## config.mk

```make
export PLATFORM = sky130hd
export DESIGN_NAME = ptm_queue
export DESIGN_NICKNAME = d
export VERILOG_FILES = /design/src/design/ptm_pkg.sv /design/src/design/ptm_queue.sv
export SDC_FILE = /design/constraint.sdc
export NUM_CORES = 1
export LEC_CHECK = 0
export BUFFER_PORTS_ARGS = -buffer_cell sky130_fd_sc_hd__buf_2
export CAP_MARGIN = 25
export CORE_MARGIN = 5
export CORE_UTILIZATION = 57
export DETAILED_ROUTE_END_ITERATION = 8
export HOLD_SLACK_MARGIN = 0.08
export PLACE_DENSITY = 0.82
export SLEW_MARGIN = 20
export SYNTH_ARGS = -nofsm -noshare
export SYNTH_HDL_FRONTEND = slang
export SYNTH_SLANG_ARGS = --single-unit
```

## constraint.sdc

```tcl
create_clock -name clock -period 22.7 [get_ports clock]
set_input_delay 4.54 -clock clock [delete_from_list [all_inputs] [get_ports clock]]
set_output_delay 4.54 -clock clock [all_outputs]
set_load 0.01 [all_outputs]
```

## src/design/ptm_pkg.sv

```systemverilog
// ptm_pkg: shared types and constants for the pose to transform matrix unit
// no dependencies; imported by every module of the block
`default_nettype none

package ptm_pkg;

   // fixed-point element types
   typedef logic signed [15:0] rot_type;    // Q1.14 rotation entry
   typedef logic signed [31:0] coord_type;  // Q15.16 coordinate
   typedef logic        [1:0]  row_type;

   // rows 0..2 of the emitted matrix
   localparam row_type RowFirst = 2'd0;
   localparam row_type RowLast  = 2'd2;

   // rotation clamp limits, Q1.14
   localparam int RotMax = 16384;
   localparam int RotMin = -16384;

   // rounding offset before the floor shift by 14
   localparam int RoundHalf = 8192;

   // depth of the queue between front and back
   localparam int QueueDepth = 2;
   localparam int QueuePtrW  = (QueueDepth > 1) ? $clog2(QueueDepth) : 1;
   localparam int QueueCntW  = $clog2(QueueDepth + 1);

   typedef struct packed {
      rot_type   quat_w;
      rot_type   quat_x;
      rot_type   quat_y;
      rot_type   quat_z;
      coord_type origin_x;
      coord_type origin_y;
      coord_type origin_z;
      logic      invert;
   } req_type;

   typedef struct packed {
      row_type   row_index;
      rot_type   col0;
      rot_type   col1;
      rot_type   col2;
      coord_type translation;
      logic      last_row;
   } rsp_type;

   // classified pose handed from front to back: rot[row][col]
   typedef struct packed {
      rot_type   [2:0][2:0] rot;
      coord_type [2:0]      origin;
      logic                 invert;
   } pose_type;

endpackage

`default_nettype wire

```

## src/design/ptm_queue.sv

```systemverilog
// ptm_queue: short register queue of classified poses between front and back
// depth from QueueDepth in ptm_pkg
`default_nettype none

module ptm_queue import ptm_pkg::*; (
   input  logic     clock,
   input  logic     reset,
   input  logic     push_valid,
   output logic     push_ready,
   input  pose_type push_data,
   output logic     pop_valid,
   input  logic     pop_ready,
   output pose_type pop_data
);

   pose_type               slot_ff [QueueDepth];
   logic [QueuePtrW-1:0]   wr_ptr_ff, wr_ptr_in;
   logic [QueuePtrW-1:0]   rd_ptr_ff, rd_ptr_in;
   logic [QueueCntW-1:0]   count_ff, count_in;
   logic                   do_push;
   logic                   do_pop;

   function automatic logic [QueuePtrW-1:0] next_ptr(input logic [QueuePtrW-1:0] p);
      if (p == QueuePtrW'(QueueDepth - 1)) begin
         return '0;
      end
      return p + 1'b1;
   endfunction

   assign push_ready = (count_ff != QueueCntW'(QueueDepth));
   assign pop_valid  = (count_ff != '0);
   assign pop_data   = slot_ff[rd_ptr_ff];
   assign do_push    = push_valid && push_ready;
   assign do_pop     = pop_valid && pop_ready;

   always_comb begin
      wr_ptr_in = do_push ? next_ptr(wr_ptr_ff) : wr_ptr_ff;
      rd_ptr_in = do_pop ? next_ptr(rd_ptr_ff) : rd_ptr_ff;
      count_in  = count_ff;
      if (do_push && !do_pop) begin
         count_in = count_ff + 1'b1;
      end else if (do_pop && !do_push) begin
         count_in = count_ff - 1'b1;
      end
   end

   always_ff @(posedge clock) begin
      if (reset) begin
         wr_ptr_ff <= '0;
         rd_ptr_ff <= '0;
         count_ff  <= '0;
      end else begin
         wr_ptr_ff <= wr_ptr_in;
         rd_ptr_ff <= rd_ptr_in;
         count_ff  <= count_in;
      end
   end

   always_ff @(posedge clock) begin
      if (do_push) begin
         slot_ff[wr_ptr_ff] <= push_data;
      end
   end

endmodule

`default_nettype wire

```

==> results.yml <==
critical_path:
  cp-end-kind: "output pin"
  crit_required_ps: 18160
  r2r_end: "slot_ff[0][128]$_DFFE_PP_"
  cp-start-kind: "flop"
  endpoint: "pop_data[184]"
  timing.critical_path.arrival_ps: 3000
  r2r_slack_ps: 19070
  critPathKind: "reg2out"
  r2r-start: "count_ff[0]$_SDFFE_PP0P_"
  rr_worst_depth: 5
  critPathMaxFanout: 63
cells_and_area:
  fin_nets: 1538
  stdcell_count: 1743
  final_cell_mix: "487 x buf_2, 482 x edfxtp_1, 190 x mux2_4, 51 x mux2_2, 49 x clkbuf_16"
  regArea_um2: 14580
  multi_input_area_um2: 3551
  fin_area_um2: 22670
  mostFrequentLayoutCell: "buf_2"
  area_growth_pct: 23.21
  drive_above_1_share: 0.6015
  fillers: 1887
clock_tree:
  cts_setup_buffers: 0
  insertion_delay_ps: 540
  cts_buffers: 48
  cts_resized: 0
  cts_root_buffer: "clkbuf_16"
  htree_num_levels: 2
  cts.path.max_buffers: 3
  cts.sinks: 487
  hold_buffers: 0
  cts_tree: "built"
  clk_pin_slew_ps: 60
synthesis:
  mappedNetlistArea_um2: 18400
  ys_ff_latch: 487
  synthCells: 774
  synth_nets: 1020
  yosys_warnings: 0
  ys_types: 20
  syn_area_per_cell_um2: 23.77
  ys_seq_area_frac: 0.7921
timing:
  report.final.slew_viol_count: 0
  worst_pin_slew_ps: 1002
  setup_viol: 0
  holdWs_ps: 528.5
  relSlewSlack: 0.3320
  fmax_ghz: 0.1326
  final_hold_viol_count: 0
  tns_ps: 0
  fin_skew_ps: 17.62
  rsz0062_at_grt: "false"
  fin_crit_ps: 7542
  fin_crit_sh: 0.3322
detailed_routing:
  wl_um: 39890
  dr.pass1.iters: 4
  vias: 9243
  ant_nets: 0
  via_per_inst: 5.303
  drtIter0Drc: 450
  wl_per_cell_um: 22.89
  drc: 0
floorplan:
  core_um2: 31720
  fp.dieW_um: 189.7
  fp.dieH_um: 189.7
  pin_count: 488
  start_util: 0.5801
  rows: 65
  die_area_um2: 35970
power_and_ir_drop:
  p_sw_mw: 0.6845
  p_comb_frac: 0.256
  ir_worst_vdd_uv: 99.26
  pwr-share-seq: 0.457
  internal-power_mw: 1.882
  switching_share: 0.2667
  powerDensity_nw_per_um2: 113.2
  p_leak_nw: 8.822
  p_clk_frac: 0.287
placed_design:
  dp_hpwl_um: 27420
  io_buffers: 487
  place_inst: 1644
  place_area_um2: 21170
  place_congestion: 0.7871
grt:
  grt_pass1_wl_um: 58040
  gr-usage-all-layers: 0.2123
  grt_max_degree: 121
  grt_overflow_total: 0
  antenna_found_initial: 18
  first_global_vias: 9935
run:
  max-cap-violations: 0
run_status:
  status: "completed"
worst_hold_path:
  hp-class: "reg2reg"
-- kinds of logic (layout without fill, tap and decap cells) --
family / count (synthesis) / count (layout) / share of synthesized area
buffers and inverters: 28 / 584 / 0.01523
AND/OR/NAND/NOR: 9 / 9 / 0.002721
multiplexers: 241 / 241 / 0.1863
adder cells (fa/ha/maj): 1 / 1 / 0.0006799
XOR/XNOR: 3 / 3 / 0.001428
flip-flops: 487 / 487 / 0.7921
AO/OA/AOI/OAI: 5 / 5 / 0.001632
other: 0 / 11 / 0
-- state kept, by name (all words and copies together) (netlist names), named ones only --
| register | count |
|---|---|
| count_ff | 2 |
| rd_ptr_ff | 1 |
| slot_ff | 482 |
| wr_ptr_ff | 1 |
-- worst min-delay path by stage --
stage / cells after the start / end / start
6_report: 2 / rd_ptr_ff$_SDFFE_PP0P_ / rd_ptr_ff$_SDFFE_PP0P_
5_1_grt: 2 / rd_ptr_ff$_SDFFE_PP0P_ / rd_ptr_ff$_SDFFE_PP0P_
4_1_cts: 2 / rd_ptr_ff$_SDFFE_PP0P_ / rd_ptr_ff$_SDFFE_PP0P_
3_5_place_dp: 2 / flop / rd_ptr_ff$_SDFFE_PP0P_
3_3_place_gp: 2 / flop / rd_ptr_ff$_SDFFE_PP0P_
2_1_floorplan: 2 / count_ff[1]$_SDFFE_PP0P_ / count_ff[1]$_SDFFE_PP0P_
-- cells in the mapped netlist --
master    count  area, um2
buf_2         5      25.02
buf_6        21      236.5
and3_1        1      6.260
xor2_1        3      26.28
mux2_2       51      574.3
or3_1         1      6.260
and2_1        1      6.260
buf_8         1      15.01
nor2_1        3      11.26
dfxtp_1       5      100.1
nand2b_1      1      6.260
or2_2         1      6.260
ha_1          1      12.51
mux2_4      190       2853
a21bo_2       1      10.01
o21ai_0       2      10.01
a21oi_1       2      10.01
nand3b_1      1      7.510
edfxtp_1    482      14470
inv_1         1      3.750
-- routing by layer --
metal | track usage | up-vias | wire, um
met5 | 0 | - | 113
met4 | 0.06900 | 16 | 1201
met3 | 0.08110 | 92 | 4144
met2 | 0.3807 | 448 | 20900
met1 | 0.2334 | 4535 | 13530
li1 | - | 4152 | -
-- metrics by stage --
step / worst slack (ps) / utilization / total power [mW]
2_1_floorplan: 11980 / - / 1.646
3_3_place_gp: 15130 / 0.6667 / 1.830
3_5_place_dp: 15120 / 0.6675 / 1.848
4_1_cts: 15120 / 0.7139 / 2.586
5_1_grt: 15010 / 0.7147 / 2.665
6_report: 15160 / 0.7148 / 2.567
-- worst max-delay path: stages (launching register included) --
cell and delay [ps]:
dfxtp_4 990, buf_4 600, buf_16 320, mux2_4 340, buf_2 150
-- power groups by stage --
| stage | Combinational, mW | Clock, mW | Sequential [mW] |
|---|---|---|---|
| 6_report | 0.657 | 0.738 | 1.17 |
| 5_1_grt | 0.692 | 0.791 | 1.18 |
| 4_1_cts | 0.663 | 0.750 | 1.17 |
| 3_5_place_dp | 0.659 | 0 | 1.19 |
| 3_3_place_gp | 0.649 | 0 | 1.18 |
| 2_1_floorplan | 0.456 | 0 | 1.19 |
-- area by class of cell --
class                   instances  share of cell area
diodes                         11            0.001214
clock buffers                  64             0.05657
clock inverters                24            0.008279
inverters                       1           0.0004967
multi-input cells             259              0.1566
flip-flops and latches        487              0.6430
well taps                     402             0.02219
repair buffers                495              0.1116
Note: power is estimated with default switching activity, not from simulation.
