File: src/design/ptm_pkg.sv
// ptm_pkg: shared types and constants for the pose to transform matrix unit
// no dependencies; imported by every module of the block
`default_nettype none

package ptm_pkg;

   // fixed-point element types
   typedef logic signed [15:0] rot_type;    // Q1.14 rotation entry
   typedef logic signed [31:0] coord_type;  // Q15.16 coordinate
   typedef logic        [1:0]  row_type;

   // rows 0..2 of the emitted matrix
   localparam row_type RowFirst = 2'd0;
   localparam row_type RowLast  = 2'd2;

   // rotation clamp limits, Q1.14
   localparam int RotMax = 16384;
   localparam int RotMin = -16384;

   // rounding offset before the floor shift by 14
   localparam int RoundHalf = 8192;

   // depth of the queue between front and back
   localparam int QueueDepth = 2;
   localparam int QueuePtrW  = (QueueDepth > 1) ? $clog2(QueueDepth) : 1;
   localparam int QueueCntW  = $clog2(QueueDepth + 1);

   typedef struct packed {
      rot_type   quat_w;
      rot_type   quat_x;
      rot_type   quat_y;
      rot_type   quat_z;
      coord_type origin_x;
      coord_type origin_y;
      coord_type origin_z;
      logic      invert;
   } req_type;

   typedef struct packed {
      row_type   row_index;
      rot_type   col0;
      rot_type   col1;
      rot_type   col2;
      coord_type translation;
      logic      last_row;
   } rsp_type;

   // classified pose handed from front to back: rot[row][col]
   typedef struct packed {
      rot_type   [2:0][2:0] rot;
      coord_type [2:0]      origin;
      logic                 invert;
   } pose_type;

endpackage

`default_nettype wire

File: src/design/ptm_back.sv
// ptm_back: walks the queued pose row by row and forms each result beat
// stage 1 selects the row and multiplies for the inverse translation, stage 2
// sums, rounds, clamps and holds the output register; uses ptm_pkg
`default_nettype none

module ptm_back import ptm_pkg::*; (
   input  logic     clock,
   input  logic     reset,
   input  logic     pop_valid,
   output logic     pop_ready,
   input  pose_type pop_data,
   output logic     rsp_valid,
   input  logic     rsp_ready,
   output rsp_type  rsp_data
);

   typedef logic signed [47:0] tprod_type;
   typedef logic signed [50:0] tacc_type;

   localparam logic signed [36:0] TransHi = 37'sd2147483647;
   localparam logic signed [36:0] TransLo = -37'sd2147483648;

   row_type               row_ff, row_in;

   logic                  s1_valid_ff, s1_valid_in;
   row_type               s1_row_ff;
   rot_type   [2:0]       s1_col_ff, s1_col_in;
   tprod_type [2:0]       s1_prod_ff, s1_prod_in;
   coord_type             s1_origin_ff;
   logic                  s1_invert_ff;

   logic                  out_valid_ff, out_valid_in;
   rsp_type               out_data_ff, out_data_in;

   logic                  s2_ready;
   logic                  s1_ready;
   logic                  issue;

   tacc_type              acc;
   tacc_type              rnd;
   logic signed [36:0]    shifted;
   coord_type             t_inv;

   assign s2_ready  = !out_valid_ff || rsp_ready;
   assign s1_ready  = !s1_valid_ff || s2_ready;
   assign issue     = pop_valid && s1_ready;
   assign pop_ready = s1_ready && (row_ff == RowLast);

   // inverse takes column row_ff of R, direct takes row row_ff
   always_comb begin
      for (int k = 0; k < 3; k++) begin
         if (pop_data.invert) begin
            s1_col_in[k] = pop_data.rot[k][row_ff];
         end else begin
            s1_col_in[k] = pop_data.rot[row_ff][k];
         end
         s1_prod_in[k] = tprod_type'($signed(s1_col_in[k]))
                         * tprod_type'($signed(pop_data.origin[k]));
      end
      row_in = row_ff;
      if (issue) begin
         row_in = (row_ff == RowLast) ? RowFirst : row_ff + 1'b1;
      end
      s1_valid_in = s1_valid_ff;
      if (s1_ready) begin
         s1_valid_in = pop_valid;
      end
   end

   // t = -(sum), rounded to Q15.16 and saturated
   always_comb begin
      acc     = tacc_type'(s1_prod_ff[0]) + tacc_type'(s1_prod_ff[1])
                + tacc_type'(s1_prod_ff[2]);
      rnd     = tacc_type'(RoundHalf) - acc;
      shifted = $signed(rnd[50:14]);
      if (shifted > TransHi) begin
         t_inv = coord_type'(TransHi);
      end else if (shifted < TransLo) begin
         t_inv = coord_type'(TransLo);
      end else begin
         t_inv = shifted[31:0];
      end

      out_data_in.row_index   = s1_row_ff;
      out_data_in.col0        = s1_col_ff[0];
      out_data_in.col1        = s1_col_ff[1];
      out_data_in.col2        = s1_col_ff[2];
      out_data_in.translation = s1_invert_ff ? t_inv : s1_origin_ff;
      out_data_in.last_row    = (s1_row_ff == RowLast);

      out_valid_in = out_valid_ff;
      if (s2_ready) begin
         out_valid_in = s1_valid_ff;
      end
   end

   always_ff @(posedge clock) begin
      if (reset) begin
         row_ff       <= RowFirst;
         s1_valid_ff  <= 1'b0;
         out_valid_ff <= 1'b0;
      end else begin
         row_ff       <= row_in;
         s1_valid_ff  <= s1_valid_in;
         out_valid_ff <= out_valid_in;
      end
   end

   always_ff @(posedge clock) begin
      if (issue) begin
         s1_row_ff    <= row_ff;
         s1_col_ff    <= s1_col_in;
         s1_prod_ff   <= s1_prod_in;
         s1_origin_ff <= pop_data.origin[row_ff];
         s1_invert_ff <= pop_data.invert;
      end
      if (s2_ready) begin
         out_data_ff <= out_data_in;
      end
   end

   assign rsp_valid = out_valid_ff;
   assign rsp_data  = out_data_ff;

endmodule

`default_nettype wire

File: config.mk
export PLATFORM = sky130hd
export DESIGN_NAME = ptm_back
export DESIGN_NICKNAME = d
export VERILOG_FILES = /design/src/design/ptm_pkg.sv /design/src/design/ptm_back.sv
export SDC_FILE = /design/constraint.sdc
export NUM_CORES = 2
export LEC_CHECK = 0
export BUFFER_PORTS_ARGS = -buffer_cell sky130_fd_sc_hd__buf_4
export CORE_ASPECT_RATIO = 1.4
export CORE_MARGIN = 2
export CORE_UTILIZATION = 35
export DETAILED_ROUTE_END_ITERATION = 16
export GPL_TIMING_DRIVEN = 0
export PLACE_DENSITY = 0.53
export SETUP_SLACK_MARGIN = 0.02
export SLEW_MARGIN = 20
export SYNTH_ARGS = -nofsm -noshare
export SYNTH_HDL_FRONTEND = slang
export SYNTH_SLANG_ARGS = --single-unit
File: constraint.sdc
create_clock -name clock -period 12.7 [get_ports clock]
set_input_delay 1.27 -clock clock [delete_from_list [all_inputs] [get_ports clock]]
set_output_delay 1.27 -clock clock [all_outputs]
set_load 0.02 [all_outputs]
==> summary.txt <==
Setup path
  – Crit-path max cell delay: 0.93 ns
  – Critical Path RT: 13.02 ns
  – Critical path's slowest cell: clkbuf_1
  – CP Max Fanout: 10
  – Worst path top cell family by delay: compound AO/OA/AOI/OAI gates
  – Worst Path Arrival: 12.71 ns
  – CP endpoint kind: flip-flop
  – Critical path buffers and inverters: 8
  – Worst setup SP type: input port
  – Cell mode on critical path: fa_1
  – Kind of critical path: input port to flip-flop

Detailed routing
  – Via/cell ratio: 5.02
  – DR vias: 51878
  – Post-Route WL: 259000 um
  – DRT Pass-1 Iters: 6
  – Routed WL per cell: 25.0 um
  – Antenna Violating Nets Remaining: 0
  – Iter 0 DRT Violations: 3540
  – DRC violation count after routing: 0

Clocking
  – Clk_lat worst skew: 0.67 ns
  – CTS Sinks: 314
  – Root Buffer: clkbuf_16
  – Clock transition at path regs: 0.06 ns
  – H-tree depth: 2
  – Postcts setup bufs: 0
  – Hold buffer count at CTS: 0
  – Cts repair resizes: 0
  – Total CTS buffers: 40
  – Clock Path Buffers: 3
  – TritonCTS clock tree: yes

Logic synthesis
  – Post-synth cell types: 74
  – Post-Synthesis Cells: 7258
  – Synthesized area: 69400 um2
  – Most used DFF post-synth: edfxtp_1
  – Asr flop ratio synth: 0%
  – FF+latch count, synth: 314
  – Sequential share of the synthesized area: 13.5%
  – EDFF count, synth: 310
  – Net Count, Synth: 9447
  – Syn Area/Cell: 9.56 um2
  – Ys Warns: 0

Global routing
  – First-pass GRT wire length: 380000 um
  – Vias in the first global route: 56753
  – Initial antenna violation count: 30
  – All-Layer GR Usage: 25.9%
  – Largest net degree at the start of global routing: 78
  – GRT overflow: 0

Final layout
  – Post-Layout Cell Count: 10325
  – Area grow syn2layout: 11.1%
  – # nets final: 9839
  – Fin util: 39.1%
  – Layout cells sized above 1: 6.53%

Status
  – Status: finished, final reports clean

Timing
  – Final Hold Fails: 0
  – Fin crit share: 97.6%
  – Final Critical Period: 12.39 ns
  – Slew HR: 14.0%
  – Worst-Margin Slew: 1.29 ns
  – Skew final: 0.0586 ns
  – Final setup TNS: 0 ns
  – Final worst setup slack: 0.305 ns
  – Max Clock Freq: 80.7 MHz
  – Max-slew violation count: 0
  – Final setup fails: 0
  – RSZ-0062 raised after global routing: false

Die
  – Row cnt: 193
  – Die area: 202000 um2
  – Starting density of the core: 35.2%
  – CORE AREA: 197000 um2
  – Die W: 380 um
  – # IOs: 330
  – Die Y: 531 um

Place
  – Dpl cells: 10240
  – DP HPWL: 220000 um
  – Placer Congestion: 0.960
  – Setup WS pre-CTS: -0.292 ns
  – Port Buf Inserts: 328

Flow run
  – Max-cap violations: 0

Min path
  – Worst hold path type: flip-flop to flip-flop
==> layout by cell type, fill, tap and decap left out, types with 28 or more instances in the layout <==
| master | n |
|---|---|
| mux2i_1 | 75 |
| xor2_1 | 56 |
| o21ai_0 | 106 |
| fa_1 | 1505 |
| a21o_1 | 98 |
| nor2b_1 | 137 |
| o221ai_1 | 34 |
| inv_1 | 1800 |
| clkbuf_1 | 279 |
| and2_1 | 534 |
| ha_1 | 439 |
| xnor2_1 | 126 |
| o21bai_1 | 28 |
| edfxtp_1 | 310 |
| clkbuf_16 | 41 |
| nor2_1 | 172 |
| nand2_1 | 954 |
| a21oi_1 | 188 |
| buf_4 | 333 |
==> layout make-up <==
| cell class | count | area, um2 |
|---|---|---|
| Sequential cell | 314 | 9390 |
| Antenna cell | 11 | 27.5 |
| Fill cell | 19969 | 120000 |
| Timing Repair Buffer | 350 | 2770 |
| Tap cell | 2632 | 3290 |
| Clock buffer | 45 | 1040 |
| Inverter | 1802 | 6780 |
| Clock inverter | 29 | 383 |
| Multi-Input combinational cell | 4834 | 52300 |
| Buffer | 308 | 1170 |
==> Yosys cell counts, drive strengths merged, types with 75 or more instances <==
library cell  instances  area, um2
o21ai               108        541
a21o                 98        736
nor2b               137        857
inv                1802       6760
edfxtp              310       9310
fa                 1505      30100
a21oi               189        950
clkbuf              278       1040
and2                534       3340
nand2               954       3580
ha                  439       5490
xnor2               129       1130
mux2i                75        751
nor2                172        646
==> flip-flops by register name (all words and copies together), names as in the netlist <==
signal        count
s1_row_ff         2
s1_origin_ff     32
s1_valid_ff       1
s1_prod_ff      144
rsp_valid         1
s1_invert_ff      1
rsp_data         83
row_ff            2
out_data_in      48
==> worst paths after layout <==
check                   from             end  slack (ns)  cells past startpoint
max              pop_data[0]  s1_prod_ff[47]        0.31                     30
max reg2reg        row_ff[0]  s1_prod_ff[93]        0.59                     31
min          out_data_in[45]    rsp_data[45]        0.42                      0
min reg2reg  out_data_in[45]    rsp_data[45]        0.42                      0
==> stage by stage <==
| stage | hold WS (ns) | cell area (um2) |
|---|---|---|
| 2_1_floorplan | 0.400 | 69400 |
| 3_3_place_gp | 0.401 | 75200 |
| 3_5_place_dp | 0.405 | 75700 |
| 4_1_cts | 0.419 | 77100 |
| 5_1_grt | 0.422 | 77100 |
| 6_report | 0.417 | 77100 |
==> routing by layer <==
layer	track usage (%)	vias to the layer above	share of wire (%)
met5	0	-	0.039
li1	-	22572	-
met4	12.9	16	5.9
met2	45.7	1911	50
met3	4.16	505	6.4
met1	30.6	26874	38
==> kinds of logic after synthesis <==
kind of cell,share of synthesized area [%]
and+or+nand+nor,13.6
adders and majority gates,51.3
buffers and inverters,11.4
AOI/OAI and AO/OA,6.11
xor gates and xnor gates,2.33
muxes,1.68
DFF,13.5
Power is not shown: default switching activity piles up to over one toggle a cycle in this logic, so the estimate is an artifact.
